<file path="config.mk">
export PLATFORM = sky130hd
export DESIGN_NAME = sorted_unique_set_insert_top
export DESIGN_NICKNAME = d
export VERILOG_FILES = /design/src/sv/susi_pkg.sv /design/src/sv/sorted_unique_set_insert_top.sv /design/src/sv/susi_ram.sv
export SDC_FILE = /design/constraint.sdc
export NUM_CORES = 1
export LEC_CHECK = 0
export CAP_MARGIN = 20
export CORE_ASPECT_RATIO = 1.2
export CORE_MARGIN = 4
export CORE_UTILIZATION = 40
export CTS_CLUSTER_DIAMETER = 80
export DETAILED_ROUTE_END_ITERATION = 8
export DONT_BUFFER_PORTS = 1
export GPL_ROUTABILITY_DRIVEN = 0
export SKIP_LAST_GASP = 1
export SYNTH_ARGS = -nofsm -noshare
export SYNTH_HDL_FRONTEND = slang
export SYNTH_SLANG_ARGS = --single-unit
</file>
<file path="constraint.sdc">
create_clock -name clk -period 4.3 [get_ports clk]
set_clock_uncertainty 0.2 [all_clocks]
set_input_delay 0.215 -clock clk [delete_from_list [all_inputs] [get_ports clk]]
set_output_delay 0.215 -clock clk [all_outputs]
set_load 0.005 [all_outputs]
</file>
<file path="src/sv/susi_pkg.sv">
`timescale 1ns / 1ps
`default_nettype none

package susi_pkg;

    // Set size and derived widths
    localparam int CAPACITY = 16;
    localparam int CNT_W    = $clog2(CAPACITY + 1);
    localparam int ADDR_W   = (CAPACITY > 1) ? $clog2(CAPACITY) : 1;

    // Fixed field widths
    localparam int VALUE_W  = 32;
    localparam int STATUS_W = 2;
    localparam int POS_W    = 5;
    localparam int COUNT_W  = 5;
    localparam int OUT_W    = 16;

    // Result status codes
    typedef enum logic [STATUS_W-1:0] {
        ST_INSERTED = 2'd0,
        ST_PRESENT  = 2'd1,
        ST_FULL     = 2'd2
    } status_t;

    // Micro-program counter
    typedef logic [3:0] upc_t;

    // Branch conditions
    typedef enum logic [2:0] {
        COND_TRUE,
        COND_IN_FIRE,
        COND_IDX_EQ_CNT,
        COND_GE,
        COND_EQ,
        COND_FULL,
        COND_IDX_EQ_POS,
        COND_OUT_FIRE
    } cond_t;

    // Read address source
    typedef enum logic {
        RA_IDX,
        RA_IDX_M1
    } ra_sel_t;

    // Write address and data sources
    typedef enum logic {
        WA_IDX,
        WA_POS
    } wa_sel_t;

    typedef enum logic {
        WD_RDATA,
        WD_VALUE
    } wd_sel_t;

    // Index register operations
    typedef enum logic [2:0] {
        IDX_HOLD,
        IDX_ZERO,
        IDX_INC,
        IDX_DEC,
        IDX_CNT
    } idx_op_t;

    // Match flag operations
    typedef enum logic [1:0] {
        EQ_HOLD,
        EQ_CLR,
        EQ_CMP
    } eq_op_t;

    // One control word of the micro-program
    typedef struct packed {
        logic    in_ready;
        logic    out_valid;
        logic    val_ld;
        cond_t   cond;
        upc_t    next_t;
        upc_t    next_f;
        ra_sel_t ra;
        logic    we;
        wa_sel_t wa;
        wd_sel_t wd;
        idx_op_t idx_op;
        logic    pos_ld;
        eq_op_t  eq_op;
        logic    st_ld;
        status_t st;
        logic    cnt_inc;
    } uword_t;

endpackage

`default_nettype wire

</file>
<file path="src/sv/sorted_unique_set_insert_top.sv">
`timescale 1ns / 1ps
`default_nettype none

// Sorted set of unique signed 32-bit values, up to CAPACITY entries, held in
// ascending order in a single-read-port RAM. Each input beat carries one value
// and gives one output beat: status (inserted, already present, set full),
// the sorted position of the value (the count when full) and the new count.
// Items are handled one at a time by a micro-programmed sequencer. The scan
// reads one entry at a time until it reaches the first entry not below the
// value or the end of the set; an insert then moves each larger entry up one
// place through the same RAM port. A duplicate ends right after the scan.
// Stored values need no clearing after reset.

module sorted_unique_set_insert_top (
    input  wire logic        clk,
    input  wire logic        rst_n,
    input  wire logic        s_tvalid,
    output logic             s_tready,
    input  wire logic [31:0] s_tdata,   // [31:0] value
    output logic             m_tvalid,
    input  wire logic        m_tready,
    output logic [15:0]      m_tdata    // [1:0] status, [6:2] position, [11:7] count
);

    import susi_pkg::*;

    // Step addresses of the micro-program
    localparam upc_t U_IDLE   = 4'd0;
    localparam upc_t U_SCAN   = 4'd1;
    localparam upc_t U_CMP    = 4'd2;
    localparam upc_t U_DUP    = 4'd3;
    localparam upc_t U_FULL   = 4'd4;
    localparam upc_t U_SHTEST = 4'd5;
    localparam upc_t U_SHWR   = 4'd6;
    localparam upc_t U_INSERT = 4'd7;
    localparam upc_t U_FPOS   = 4'd8;
    localparam upc_t U_OUT    = 4'd9;

    localparam uword_t UWORD_NOP = '{
        in_ready:  1'b0,
        out_valid: 1'b0,
        val_ld:    1'b0,
        cond:      COND_TRUE,
        next_t:    U_IDLE,
        next_f:    U_IDLE,
        ra:        RA_IDX,
        we:        1'b0,
        wa:        WA_IDX,
        wd:        WD_RDATA,
        idx_op:    IDX_HOLD,
        pos_ld:    1'b0,
        eq_op:     EQ_HOLD,
        st_ld:     1'b0,
        st:        ST_INSERTED,
        cnt_inc:   1'b0
    };

    // Control store
    function automatic uword_t ucode(input upc_t a);
        uword_t w;
        w = UWORD_NOP;
        unique case (a)
            U_IDLE:
            begin
                w.in_ready = 1'b1;
                w.val_ld   = 1'b1;
                w.idx_op   = IDX_ZERO;
                w.eq_op    = EQ_CLR;
                w.cond     = COND_IN_FIRE;
                w.next_t   = U_SCAN;
                w.next_f   = U_IDLE;
            end
            U_SCAN:
            begin
                w.ra     = RA_IDX;
                w.pos_ld = 1'b1;
                w.cond   = COND_IDX_EQ_CNT;
                w.next_t = U_DUP;
                w.next_f = U_CMP;
            end
            U_CMP:
            begin
                w.eq_op  = EQ_CMP;
                w.idx_op = IDX_INC;
                w.cond   = COND_GE;
                w.next_t = U_DUP;
                w.next_f = U_SCAN;
            end
            U_DUP:
            begin
                w.st_ld  = 1'b1;
                w.st     = ST_PRESENT;
                w.cond   = COND_EQ;
                w.next_t = U_OUT;
                w.next_f = U_FULL;
            end
            U_FULL:
            begin
                w.st_ld  = 1'b1;
                w.st     = ST_FULL;
                w.idx_op = IDX_CNT;
                w.cond   = COND_FULL;
                w.next_t = U_FPOS;
                w.next_f = U_SHTEST;
            end
            U_SHTEST:
            begin
                w.ra     = RA_IDX_M1;
                w.cond   = COND_IDX_EQ_POS;
                w.next_t = U_INSERT;
                w.next_f = U_SHWR;
            end
            U_SHWR:
            begin
                w.we     = 1'b1;
                w.wa     = WA_IDX;
                w.wd     = WD_RDATA;
                w.idx_op = IDX_DEC;
                w.next_t = U_SHTEST;
            end
            U_INSERT:
            begin
                w.we      = 1'b1;
                w.wa      = WA_POS;
                w.wd      = WD_VALUE;
                w.cnt_inc = 1'b1;
                w.st_ld   = 1'b1;
                w.st      = ST_INSERTED;
                w.next_t  = U_OUT;
            end
            U_FPOS:
            begin
                w.pos_ld = 1'b1;
                w.next_t = U_OUT;
            end
            U_OUT:
            begin
                w.out_valid = 1'b1;
                w.cond      = COND_OUT_FIRE;
                w.next_t    = U_IDLE;
                w.next_f    = U_OUT;
            end
            default:
            begin
                w = UWORD_NOP;
            end
        endcase
        return w;
    endfunction

    upc_t                upc_reg, upc_next;
    logic [CNT_W-1:0]    cnt_reg, cnt_next;
    logic [CNT_W-1:0]    idx_reg, idx_next;
    logic [CNT_W-1:0]    pos_reg, pos_next;
    logic                eq_reg, eq_next;
    status_t             st_reg, st_next;
    logic [VALUE_W-1:0]  val_reg, val_next;

    uword_t              uw;
    logic                cond_hit;
    logic                in_fire;
    logic                out_fire;
    logic [CNT_W-1:0]    idx_m1;
    logic                ram_we;
    logic [ADDR_W-1:0]   ram_waddr;
    logic [VALUE_W-1:0]  ram_wdata;
    logic [ADDR_W-1:0]   ram_raddr;
    logic [VALUE_W-1:0]  ram_rdata;

    // Decode the current step
    assign uw       = ucode(upc_reg);
    assign in_fire  = uw.in_ready & s_tvalid;
    assign out_fire = uw.out_valid & m_tready;
    assign idx_m1   = idx_reg - 1'b1;

    // Evaluate the branch condition
    always_comb
    begin
        unique case (uw.cond)
            COND_TRUE:       cond_hit = 1'b1;
            COND_IN_FIRE:    cond_hit = in_fire;
            COND_IDX_EQ_CNT: cond_hit = (idx_reg == cnt_reg);
            COND_GE:         cond_hit = ($signed(ram_rdata) >= $signed(val_reg));
            COND_EQ:         cond_hit = eq_reg;
            COND_FULL:       cond_hit = (cnt_reg == CNT_W'(CAPACITY));
            COND_IDX_EQ_POS: cond_hit = (idx_reg == pos_reg);
            COND_OUT_FIRE:   cond_hit = out_fire;
            default:         cond_hit = 1'b0;
        endcase
    end

    // Datapath next values
    always_comb
    begin
        upc_next = cond_hit ? uw.next_t : uw.next_f;
        val_next = (uw.val_ld && in_fire) ? s_tdata : val_reg;
        cnt_next = uw.cnt_inc ? cnt_reg + 1'b1 : cnt_reg;
        pos_next = uw.pos_ld ? idx_reg : pos_reg;
        st_next  = uw.st_ld ? uw.st : st_reg;

        unique case (uw.idx_op)
            IDX_HOLD: idx_next = idx_reg;
            IDX_ZERO: idx_next = '0;
            IDX_INC:  idx_next = idx_reg + 1'b1;
            IDX_DEC:  idx_next = idx_m1;
            IDX_CNT:  idx_next = cnt_reg;
            default:  idx_next = idx_reg;
        endcase

        unique case (uw.eq_op)
            EQ_HOLD: eq_next = eq_reg;
            EQ_CLR:  eq_next = 1'b0;
            EQ_CMP:  eq_next = (ram_rdata == val_reg);
            default: eq_next = eq_reg;
        endcase
    end

    // Hold sequencer and datapath registers
    always_ff @(posedge clk or negedge rst_n)
    begin
        if (!rst_n)
        begin
            upc_reg <= U_IDLE;
            cnt_reg <= '0;
        end
        else
        begin
            upc_reg <= upc_next;
            cnt_reg <= cnt_next;
        end
    end

    always_ff @(posedge clk)
    begin
        idx_reg <= idx_next;
        pos_reg <= pos_next;
        eq_reg  <= eq_next;
        st_reg  <= st_next;
        val_reg <= val_next;
    end

    // Steer the RAM ports
    assign ram_we    = uw.we;
    assign ram_waddr = (uw.wa == WA_POS) ? pos_reg[ADDR_W-1:0] : idx_reg[ADDR_W-1:0];
    assign ram_wdata = (uw.wd == WD_VALUE) ? val_reg : ram_rdata;
    assign ram_raddr = (uw.ra == RA_IDX_M1) ? idx_m1[ADDR_W-1:0] : idx_reg[ADDR_W-1:0];

    susi_ram #(
        .WIDTH (VALUE_W),
        .DEPTH (CAPACITY),
        .AW    (ADDR_W)
    ) u_store (
        .clk   (clk),
        .we    (ram_we),
        .waddr (ram_waddr),
        .wdata (ram_wdata),
        .raddr (ram_raddr),
        .rdata (ram_rdata)
    );

    // Drive the stream ports
    assign s_tready = uw.in_ready;
    assign m_tvalid = uw.out_valid;
    assign m_tdata  = {
        (OUT_W - STATUS_W - POS_W - COUNT_W)'(0),
        COUNT_W'(cnt_reg),
        POS_W'(pos_reg),
        st_reg
    };

endmodule

`default_nettype wire

</file>
<file path="src/sv/susi_ram.sv">
`timescale 1ns / 1ps
`default_nettype none

module susi_ram #(
    parameter int WIDTH = 32,
    parameter int DEPTH = 16,
    parameter int AW    = (DEPTH > 1) ? $clog2(DEPTH) : 1
) (
    input  wire logic             clk,
    input  wire logic             we,
    input  wire logic [AW-1:0]    waddr,
    input  wire logic [WIDTH-1:0] wdata,
    input  wire logic [AW-1:0]    raddr,
    output logic      [WIDTH-1:0] rdata
);

    logic [WIDTH-1:0] mem [DEPTH];
    logic [WIDTH-1:0] rdata_reg;

    // Write port and registered read port
    always_ff @(posedge clk)
    begin
        if (we)
        begin
            mem[waddr] <= wdata;
        end
        rdata_reg <= mem[raddr];
    end

    assign rdata = rdata_reg;

endmodule

`default_nettype wire

</file>
Yosys cells after proc, flatten, opt, wreduce, memory -nomap -nowiden
Memories as Yosys holds them, arrays and structs flattened. A register that Yosys moved wholly into a read port is not among the register bits.
Cells that the tools add are included.
{"block": "classes", "add_sub_neg": 3, "mul": 0, "n_div": 0, "magnitude_cmp": 1, "n_eq_ne": 26, "n_shift": 0, "n_mux": 21, "bitwise_logic": 2, "n_reduce_logical": 8}
{"cell": "4-bit case mux with 6 select lines", "count": 2}
{"cell": "32-bit == test", "count": 1}
{"cell": "32-bit >= comparator", "count": 1}
{"cell": "32-bit two-way mux", "count": 1}
{"cell": "3-bit case mux with 7 select lines", "count": 1}
{"cell": "5-bit case mux with 4 select lines", "count": 1}
{"cell": "4-bit by 3-bit == test with 1-bit output, second input constant", "count": 4}
{"cell": "3-bit == test, second input constant", "count": 5}
{"cell": "3-bit by 2-bit == test with 1-bit output, second input constant", "count": 4}
{"cell": "4-bit two-way mux", "count": 3}
{"cell": "3-bit case mux with 4 select lines", "count": 1}
{"cell": "5-bit by 1-bit adder with 5-bit output, second input constant", "count": 2}
{"cell": "5-bit == test", "count": 2}
{"cell": "3-bit case mux with 3 select lines", "count": 1}
{"cell": "4-bit by 2-bit == test with 1-bit output, second input constant", "count": 2}
{"cell": "4-bit == test, second input constant", "count": 2}
{"cell": "1-bit case mux with 8 select lines", "count": 1}
{"cell": "1-bit two-way mux", "count": 7}
{"cell": "3-bit by 1-bit == test with 1-bit output, second input constant", "count": 2}
{"cell": "3-bit case mux with 2 select lines", "count": 1}
{"cell": "5-bit == test, second input constant", "count": 1}
{"cell": "5-bit by 1-bit subtractor with 5-bit output, second input constant", "count": 1}
{"cell": "4-bit by 1-bit == test with 1-bit output, second input constant", "count": 1}
{"cell": "4-bit zero test", "count": 1}
{"cell": "other kinds (11)", "count": 13}
{"block": "totals", "regBits": 54, "latchBits": 0, "ram_bits": 512, "mem_bits_ro": 0, "input_bits": 36, "word_cells": 69, "mem_count": 1}
{"memory": "u_store.mem", "depth": 16, "width": 32, "read_ports": 1, "rd_clocked_by_memory_dff": 1, "wr": 1, "line": "susi_ram.sv:17", "text": "logic [WIDTH-1:0] mem [DEPTH];"}

Depth between registers and ports, before layout
Gate-level depths: netlist of run 1.
{"block": "depth", "depth_word": 5, "depth_mapped": 13, "depth_no_buf": 10}

Cells and area by module
Synthesis of run 1 repeated with hierarchy kept, for this count alone.
{"block": "hier_totals", "hier_cells": 1250, "hier_area_um2": 23617.7}
{"module": "susi_ram", "instances": 1, "cells_per_inst": 838, "area_each_um2": 19854.0}
{"module": "sorted_unique_set_insert_top", "instances": 1, "cells_per_inst": 412, "area_each_um2": 3763.6}

Worst setup path before layout of run 1
No wires, ideal clock.
{"block": "synth_path", "kind": "register to register", "start": "register upc_reg[0]", "end": "memory u_store.mem[14][0], enable pin", "setup_time_ns": 0.421, "arrival_time_ns": 2.914, "setup_slack_ns": 0.765, "stages_incl_launch_ff": 9, "n_path_buf": 3, "path_cell_list": "dfrtp_1 > clkbuf_1 > clkbuf_1 > nand3_1 > clkbuf_1 > nand2_1 > nand2_1 > nand2_1 > nor2_1"}
{"block": "synth_via", "elab_chain_len": 4}
{"element": "start: declaration", "line": "sorted_unique_set_insert_top.sv:151", "text": "upc_t upc_reg, upc_next;"}
{"element": "start signal: assignment", "line": "sorted_unique_set_insert_top.sv:228", "text": "upc_reg <= upc_next;"}
{"element": "4-bit by 3-bit == test with 1-bit output", "line": "sorted_unique_set_insert_top.sv:62", "text": "unique case (a)"}
{"element": "3-bit case mux with 2 select lines *", "line": "sorted_unique_set_insert_top.sv:62"}
{"element": "1-bit two-way mux", "line": "susi_ram.sv:23", "text": "if (we)"}
{"element": "1-bit two-way mux (implied by the code)", "line": "susi_ram.sv:25", "text": "mem[waddr] <= wdata;"}
{"element": "end: declaration", "line": "susi_ram.sv:17"}
Every way passes the cells marked *; elsewhere a longest branch is shown, timed or not.

Worst setup path after layout of run 1
{"block": "layout_path", "start": "register upc_reg[2]", "end": "register upc_reg[0]"}
{"block": "layout_via", "elab_chain_len": 5}
{"element": "4-bit == test (tied with other cells)", "line": "sorted_unique_set_insert_top.sv:62"}
{"element": "3-bit case mux with 7 select lines or 1-bit two-way mux (tied branches)", "line": "sorted_unique_set_insert_top.sv:62"}
{"element": "3-bit == test (tied with other cells)", "line": "sorted_unique_set_insert_top.sv:179", "text": "unique case (uw.cond)"}
{"element": "1-bit case mux with 8 select lines", "line": "sorted_unique_set_insert_top.sv:179"}
{"element": "4-bit two-way mux *", "line": "sorted_unique_set_insert_top.sv:195", "text": "upc_next = cond_hit ? uw.next_t : uw.next_f;"}
{"element": "via upc_next[0]", "line": "sorted_unique_set_insert_top.sv:151"}
The timed path passes the listed nets; every way through them passes the cells marked *.
A chain may end at the register's enable or synchronous reset.

==> results.sh, run 1 <==
export IMPL_detailedPlace_worstSlack_ns=0.6628
export IMPL_nNetsFinal=1354
export IMPL_met3_wire_length_microns=2382
export IMPL_drt_vias_per_instance=5.405
export IMPL_worstHoldPathType="input port to flop"
export IMPL_grt_max_degree=67
export IMPL_sequential_power_share_pct=43.8
export IMPL_grt_setup_unrepaired="false"
export IMPL_detailed_route_wl_microns=52030
export IMPL_final_layout_size_suffix_gt1_share_pct=25.83
export IMPL_fin_ws_ns=0.5905
export IMPL_arrival_ns=3.99
export IMPL_leakage_nw=9.028
export IMPL_fin_crit_sh_pct=86.27
export IMPL_critical_path_max_stage_delay_ns=0.70
export IMPL_power_clock_fraction_pct=27.9
export IMPL_crit_required_ns=4.58
export IMPL_ys_dominant_reg_cell="edfxtp_1"
export IMPL_die_width_microns=230.0
export IMPL_grt_pass1_vias=11860
export IMPL_met2WireLength_microns=26860
export IMPL_worst_slew_pin_slew_ns=1.045
export IMPL_flop_and_latch_count_out_of_synthesis=598
export IMPL_num_io_pins=54
export IMPL_power_internal_mw=12.94
export IMPL_critPathMostFrequentCell="or2_2"
export IMPL_ctsHoldBuffers=35
export IMPL_worst_setup_path_type="flop to flop"
export IMPL_top_layer_used="met4"
export IMPL_synth_avg_cell_area_sq_um=20.10
export IMPL_globalRoute_totalOverflow=0
export IMPL_cell_area_power_density_nw_per_um2=663.3
export IMPL_p_switching_mw=5.241
export IMPL_rows=97
export IMPL_cts_buffers=56
export IMPL_post_dp_hpwl_microns=26700
export IMPL_synth_warning_count=0
export IMPL_number_of_clock_sinks=598
export IMPL_core_area_sq_um=58500
export IMPL_critical_path_slowest_cell="nor3_1"
export IMPL_ant_nets=0
export IMPL_met1Wirelength_microns=21900
export IMPL_comb_power_share_pct=28.4
export IMPL_cells_along_the_critical_path="or2_2, or2_2, ha_1, nor3_1, o311ai_0, o211ai_2, mux2i_1, nand2_1"
export IMPL_place_port_buffers=0
export IMPL_path_max_fanout=15
export IMPL_ys_async_sr_fraction_pct=1.505
export IMPL_area_growth_pct=15.88
export IMPL_netlist_instances=1177
export IMPL_drt_initial_drc_count=1111
export IMPL_run_status="complete, no violations"
export IMPL_postCtsSetupBuffers=0
export IMPL_finalSetupTns_ns=0
export IMPL_most_common_layout_cells="edfxtp_1 (557), mux4_2 (160), nand2_1 (65)"
export IMPL_netlist_area_sq_um=23660
export IMPL_average_detailed_routed_wire_length_per_instance_microns=24.59
export IMPL_switching_share_pct=28.83
export IMPL_critical_path_startpoint_type="flop"
export IMPL_antenna_diode_count=0
export IMPL_fmax_ghz=0.2696
export IMPL_largest_reg_flops=512
export IMPL_antenna_found_initial=0
export IMPL_yosys_cell_types_count=54
export IMPL_cp_num_buf_inv=0
export IMPL_seq_area_frac_synth_pct=74.37
export IMPL_gr_usage_all_layers_pct=16.54
export IMPL_clk_pin_slew_ns=0.06
export IMPL_critical_path_endpoint_type="flop"
export IMPL_design_die_area_sq_um=63110
export IMPL_timing_max_cap_violations=0
export IMPL_synth_edf_count=557
export IMPL_cts_repair_resized=0
export IMPL_setup_reg_to_reg_worst_slack_ns=0.59
export IMPL_timing_final_max_slew_violations=0
export IMPL_drt_drc_violations_left=0
export IMPL_detailroute_via_count=11440
export IMPL_setup_viol=0
export IMPL_power_ir_vdd_worst_mv=0.4679
export IMPL_wire_length_of_the_first_global_routing_pass_microns=77500
export IMPL_period_minus_slack_ns=3.709
export IMPL_firstDrtPassIters=5
export IMPL_layout_cells_most_common="edfxtp_1"
export IMPL_start_util_pct=40.44
export IMPL_cts_tree="done"
export IMPL_slew_limit_headroom_pct=29.99
export IMPL_die_y_microns=274.4
export IMPL_clock_insertion_delay_worst_skew_ns=0.60
export IMPL_final_hold_violation_count=0
export IMPL_clockBufferDepth=3
export IMPL_clockRootBuffer="clkbuf_16"
export IMPL_cts_htree_levels=2
export IMPL_worst_path_dominant_cell_family="simple AND/OR/NAND/NOR gates"
## path summary, 6_finish.rpt
| kind | start | endpoint | cells past startpoint |
|---|---|---|---|
| worst max-delay path | upc_reg[2]$_DFF_PN0_ | upc_reg[0]$_DFF_PN0_ | 8 |
| worst min-delay path | s_tdata[26] | val_reg[26]$_DFFE_PP_ | 1 |
| worst max register to register | upc_reg[2]$_DFF_PN0_ | upc_reg[0]$_DFF_PN0_ | 8 |
| worst min register to register | idx_reg[4]$_DFFE_PP_ | pos_reg[4]$_DFFE_PP_ | 0 |
| max in group asynchronous | rst_n | cnt_reg[3]$_DFFE_PN0P_ | 2 |
| min in group asynchronous | rst_n | cnt_reg[0]$_DFFE_PN0P_ | 2 |
## stage by stage
stage	util (%)	total power, mW	cells	hold WS [ns]	cell area, sq um
final	46.86	18.18	2116	0.03395	27410
after global placement	42.98	13.14	1976	-0.2803	25140
after detailed placement	42.99	13.27	1977	-0.2803	25150
after CTS	46.81	18.37	2114	0.001779	27380
after global routing	46.86	19.09	2116	0.005990	27410
after floorplan	-	11.67	1180	-0.2806	23670
## synthesized netlist by cell type (all sizes together) (7+ instances only)
library cell	number	area share [%]
edfxtp	557	71
and3	7	0.19
ha	38	2.0
clkbuf	16	0.25
nand3	7	0.15
inv	42	0.67
nand2	65	1.0
nand4	8	0.21
dfrtp	9	0.95
a21oi	21	0.44
nor2b	8	0.21
mux4	160	15
xor2	7	0.26
nor2	33	0.52
o21ai	47	0.99
nor3	9	0.19
o211ai	7	0.24
xnor2	8	0.30
dfxtp	32	2.7
buf	44	0.98
## worst register-to-register path, delay by kind of cell (launching register included)
family | cells | cell delay (ns)
AND/OR/NAND/NOR | 4 | 1.48
AO/OA/AOI/OAI | 2 | 0.82
flip-flops | 1 | 0.47
adder cells (fa/ha/maj) | 1 | 0.35
multiplexers | 1 | 0.26
## power by group through the flow
| stage | registers, mW | clock network [mW] | logic [mW] |
|---|---|---|---|
| 3_5_place_dp | 8.08 | 0 | 5.19 |
| 5_1_grt | 8.00 | 5.42 | 5.67 |
| 6_report | 7.95 | 5.07 | 5.16 |
| 2_1_floorplan | 7.92 | 0 | 3.74 |
| 3_3_place_gp | 8.07 | 0 | 5.06 |
| 4_1_cts | 7.96 | 5.18 | 5.23 |
## cells by family (layout without fill, tap and decap cells)
logic type               after synthesis  count (layout)  share of synthesized area (%)
AO/OA/AOI/OAI                        104             104                          2.634
buffers and inverters                102             246                          1.904
adder cells (fa/ha/maj)               38              38                          2.010
XOR/XNOR                              15              15                         0.5554
other                                  1               4                        0.01585
multiplexers                         166             166                          15.49
AND/OR/NAND/NOR                      153             153                          3.020
flip-flops                           598             598                          74.37
## layout make-up
cell class | instances | area (sq um)
tap | 792 | 991.0
multi-input combinational | 480 | 5807
sequential | 598 | 17590
timing repair buffer | 102 | 980.9
fill | 4865 | 31090
clock inverter | 31 | 345.3
inverter | 42 | 157.7
clock buffer | 71 | 1539
## layer usage
metal / track usage, % / vias up
met4: 3.615 / 0
met3: 2.754 / 59
met1: 22.06 / 6102
met2: 28.83 / 289
li1: - / 4988
met5: 0 / -
No activity file was read; power rests on OpenSTA's default activity.
==> run 2: changes to the inputs <==
- RECOVER_POWER: unset -> 100
==> run 2 against run 1 <==
Compared with the run above:
- flip-flop and latch count unchanged
- wire length about the same
- critical path depth did not move
- clock power is essentially flat
- first-iteration DRC count fell by 3.2%
- non-clock buffer count unchanged
- the run now ends with max-capacitance violations, max-slew violations left
- power decreased by 0.89%
- sequential power is essentially flat
- cell area fell by 0.79%
- critical endpoint unchanged
- worst hold slack improved by 0.00056 ns
==> results.sh, run 2 (synthesized netlist as in run 1, its figures left out) <==
export IMPL_cp_num_buf_inv=0
export IMPL_drt_drc_violations_left=0
export IMPL_critical_path_slowest_cell="nor3_1"
export IMPL_number_of_clock_sinks=598
export IMPL_fill_cells=4913
export IMPL_num_io_pins=54
export IMPL_antenna_found_initial=0
export IMPL_placed_cells=1977
export IMPL_gr_usage_met3_pct=2.754
export IMPL_worstHoldPathType="input port to flop"
export IMPL_whs_ns=0.03451
export IMPL_area_growth_pct=14.97
export IMPL_post_dp_hpwl_microns=26700
export IMPL_most_common_layout_cells="edfxtp_1 (557), mux4_2 (160), nand2_1 (65)"
export IMPL_final_hold_violation_count=0
export IMPL_detailed_route_wl_microns=51980
export IMPL_setup_viol=0
export IMPL_gr_usage_all_layers_pct=16.54
export IMPL_critical_path_max_stage_delay_ns=0.73
export IMPL_design_die_area_sq_um=63110
export IMPL_rows=97
export IMPL_critPathMostFrequentCell="or2_2"
export IMPL_ant_nets=0
export IMPL_period_minus_slack_ns=3.909
export IMPL_timing_max_cap_violations=1
export IMPL_crit_required_ns=4.58
export IMPL_cts_buffers=56
export IMPL_cts_repair_resized=0
export IMPL_worst_path_dominant_cell_family="simple AND/OR/NAND/NOR gates"
export IMPL_drt_vias_per_instance=5.428
export IMPL_finalNonFillerCells=2116
export IMPL_fmax_ghz=0.2558
export IMPL_drt_initial_drc_count=1075
export IMPL_p_total_mw=18.02
export IMPL_met1_usage_pct=22.06
export IMPL_area_of_combinational_cells_with_multiple_inputs_sq_um=5781
export IMPL_largest_reg_flops=512
export IMPL_grt_max_degree=67
export IMPL_fin_crit_sh_pct=90.91
export IMPL_critical_path_startpoint_type="flop"
export IMPL_antenna_diode_count=0
export IMPL_layout_cells_most_common="edfxtp_1"
export IMPL_grt_pass1_vias=11860
export IMPL_finalSetupTns_ns=0
export IMPL_use_met2_pct=28.83
export IMPL_worst_slew_pin_slew_ns=2.344
export IMPL_clockRootBuffer="clkbuf_16"
export IMPL_grt_setup_unrepaired="false"
export IMPL_cts_tree="done"
export IMPL_cell_area_power_density_nw_per_um2=662.6
export IMPL_cells_along_the_critical_path="or2_2, or2_2, ha_1, nor3_1, o21ai_0, o211ai_1, mux2i_1, nand2_1"
export IMPL_average_detailed_routed_wire_length_per_instance_microns=24.57
export IMPL_core_area_sq_um=58500
export IMPL_start_util_pct=40.44
export IMPL_critical_path_cell_count=8
export IMPL_firstDrtPassIters=5
export IMPL_worst_setup_path_type="flop to flop"
export IMPL_path_max_fanout=15
export IMPL_die_width_microns=230.0
export IMPL_run_status="complete, but fails checks"
export IMPL_arrival_ns=4.19
export IMPL_critical_path_endpoint_type="flop"
export IMPL_cts_htree_levels=2
export IMPL_reg2regPathDepth=8
export IMPL_wire_length_of_the_first_global_routing_pass_microns=77500
export IMPL_place_port_buffers=0
export IMPL_final_layout_size_suffix_gt1_share_pct=22.66
export IMPL_slew_limit_headroom_pct=-56.26
export IMPL_timing_final_max_slew_violations=29
export IMPL_power_ir_vdd_worst_mv=0.4690
export IMPL_die_y_microns=274.4
export IMPL_fin_ws_ns=0.3907
export IMPL_violations_in_the_final_reports="max-capacitance violations, max-slew violations"
export IMPL_detailroute_via_count=11490
export IMPL_globalRoute_totalOverflow=0
export IMPL_holdPathStages=1
export IMPL_postCtsSetupBuffers=0
export IMPL_clk_pin_slew_ns=0.06
export IMPL_detailedPlace_worstSlack_ns=0.6628
export IMPL_layout_area_seq_sq_um=17590
export IMPL_nNetsFinal=1354
export IMPL_clockBufferDepth=3
export IMPL_clock_insertion_delay_worst_skew_ns=0.60
export IMPL_grt_most_used_layer="met2"
export IMPL_leakage_nw=8.867
[run 2: cell count changes in the layout (fill, tap and decap cells not counted), moves of 4 or more]
cell and change:
buf_4 -45, clkbuf_1 +37, clkbuf_4 +12, buf_12 -4
[run 2: where the power goes]
part,internal [mW],switching (mW)
logic,2.20,2.77
registers,7.65,0.335
clock network,2.95,2.12
[run 2: worst reg2reg max path, cell delays in order (launching register included)]
cell and delay [ns]:
dfrtp_1 0.47, or2_2 0.38, or2_2 0.34, ha_1 0.36
nor3_1 0.74, o21ai_0 0.37, o211ai_1 0.59, mux2i_1 0.28
nand2_1 0.07
[run 2: layout make-up]
type	instances	area share, %
tap	792	3.644
inverter	42	0.5797
clock inverter	31	1.270
sequential	598	64.68
timing repair buffer	102	2.912
clock buffer	71	5.659
multi-input combinational	480	21.25
[run 2: worst paths after layout]
| check | slack, ns | startpoint | endpoint |
|---|---|---|---|
| max | 0.39 | upc_reg[2]$_DFF_PN0_ | upc_reg[0]$_DFF_PN0_ |
| min | 0.03 | s_tdata[26] | val_reg[26]$_DFFE_PP_ |
| max reg2reg | 0.39 | upc_reg[2]$_DFF_PN0_ | upc_reg[0]$_DFF_PN0_ |
| min reg2reg | 0.39 | idx_reg[4]$_DFFE_PP_ | pos_reg[4]$_DFFE_PP_ |
| max in group asynchronous | 3.21 | rst_n | upc_reg[3]$_DFF_PN0_ |
| min in group asynchronous | 0.37 | rst_n | cnt_reg[1]$_DFFE_PN0P_ |
[run 2: stage by stage]
| stage | area (sq um) | util [%] |
|---|---|---|
| after floorplan | 23670 | - |
| after global placement | 25140 | 42.98 |
| after detailed placement | 25150 | 42.99 |
| after CTS | 27380 | 46.81 |
| after global routing | 27200 | 46.49 |
| final | 27200 | 46.49 |
[run 2: what timing repair did]
action | CTS | global route
hold buffers | 35 | 1
setup endpoints to repair | 0 | 0
hold endpoints to repair | 41 | 4
[run 2: layer usage]
metal | vias to the layer above | routed length, microns
met5 | - | 0
met4 | 0 | 850
met3 | 57 | 2479
met2 | 312 | 26920
met1 | 6132 | 21730
li1 | 4985 | -
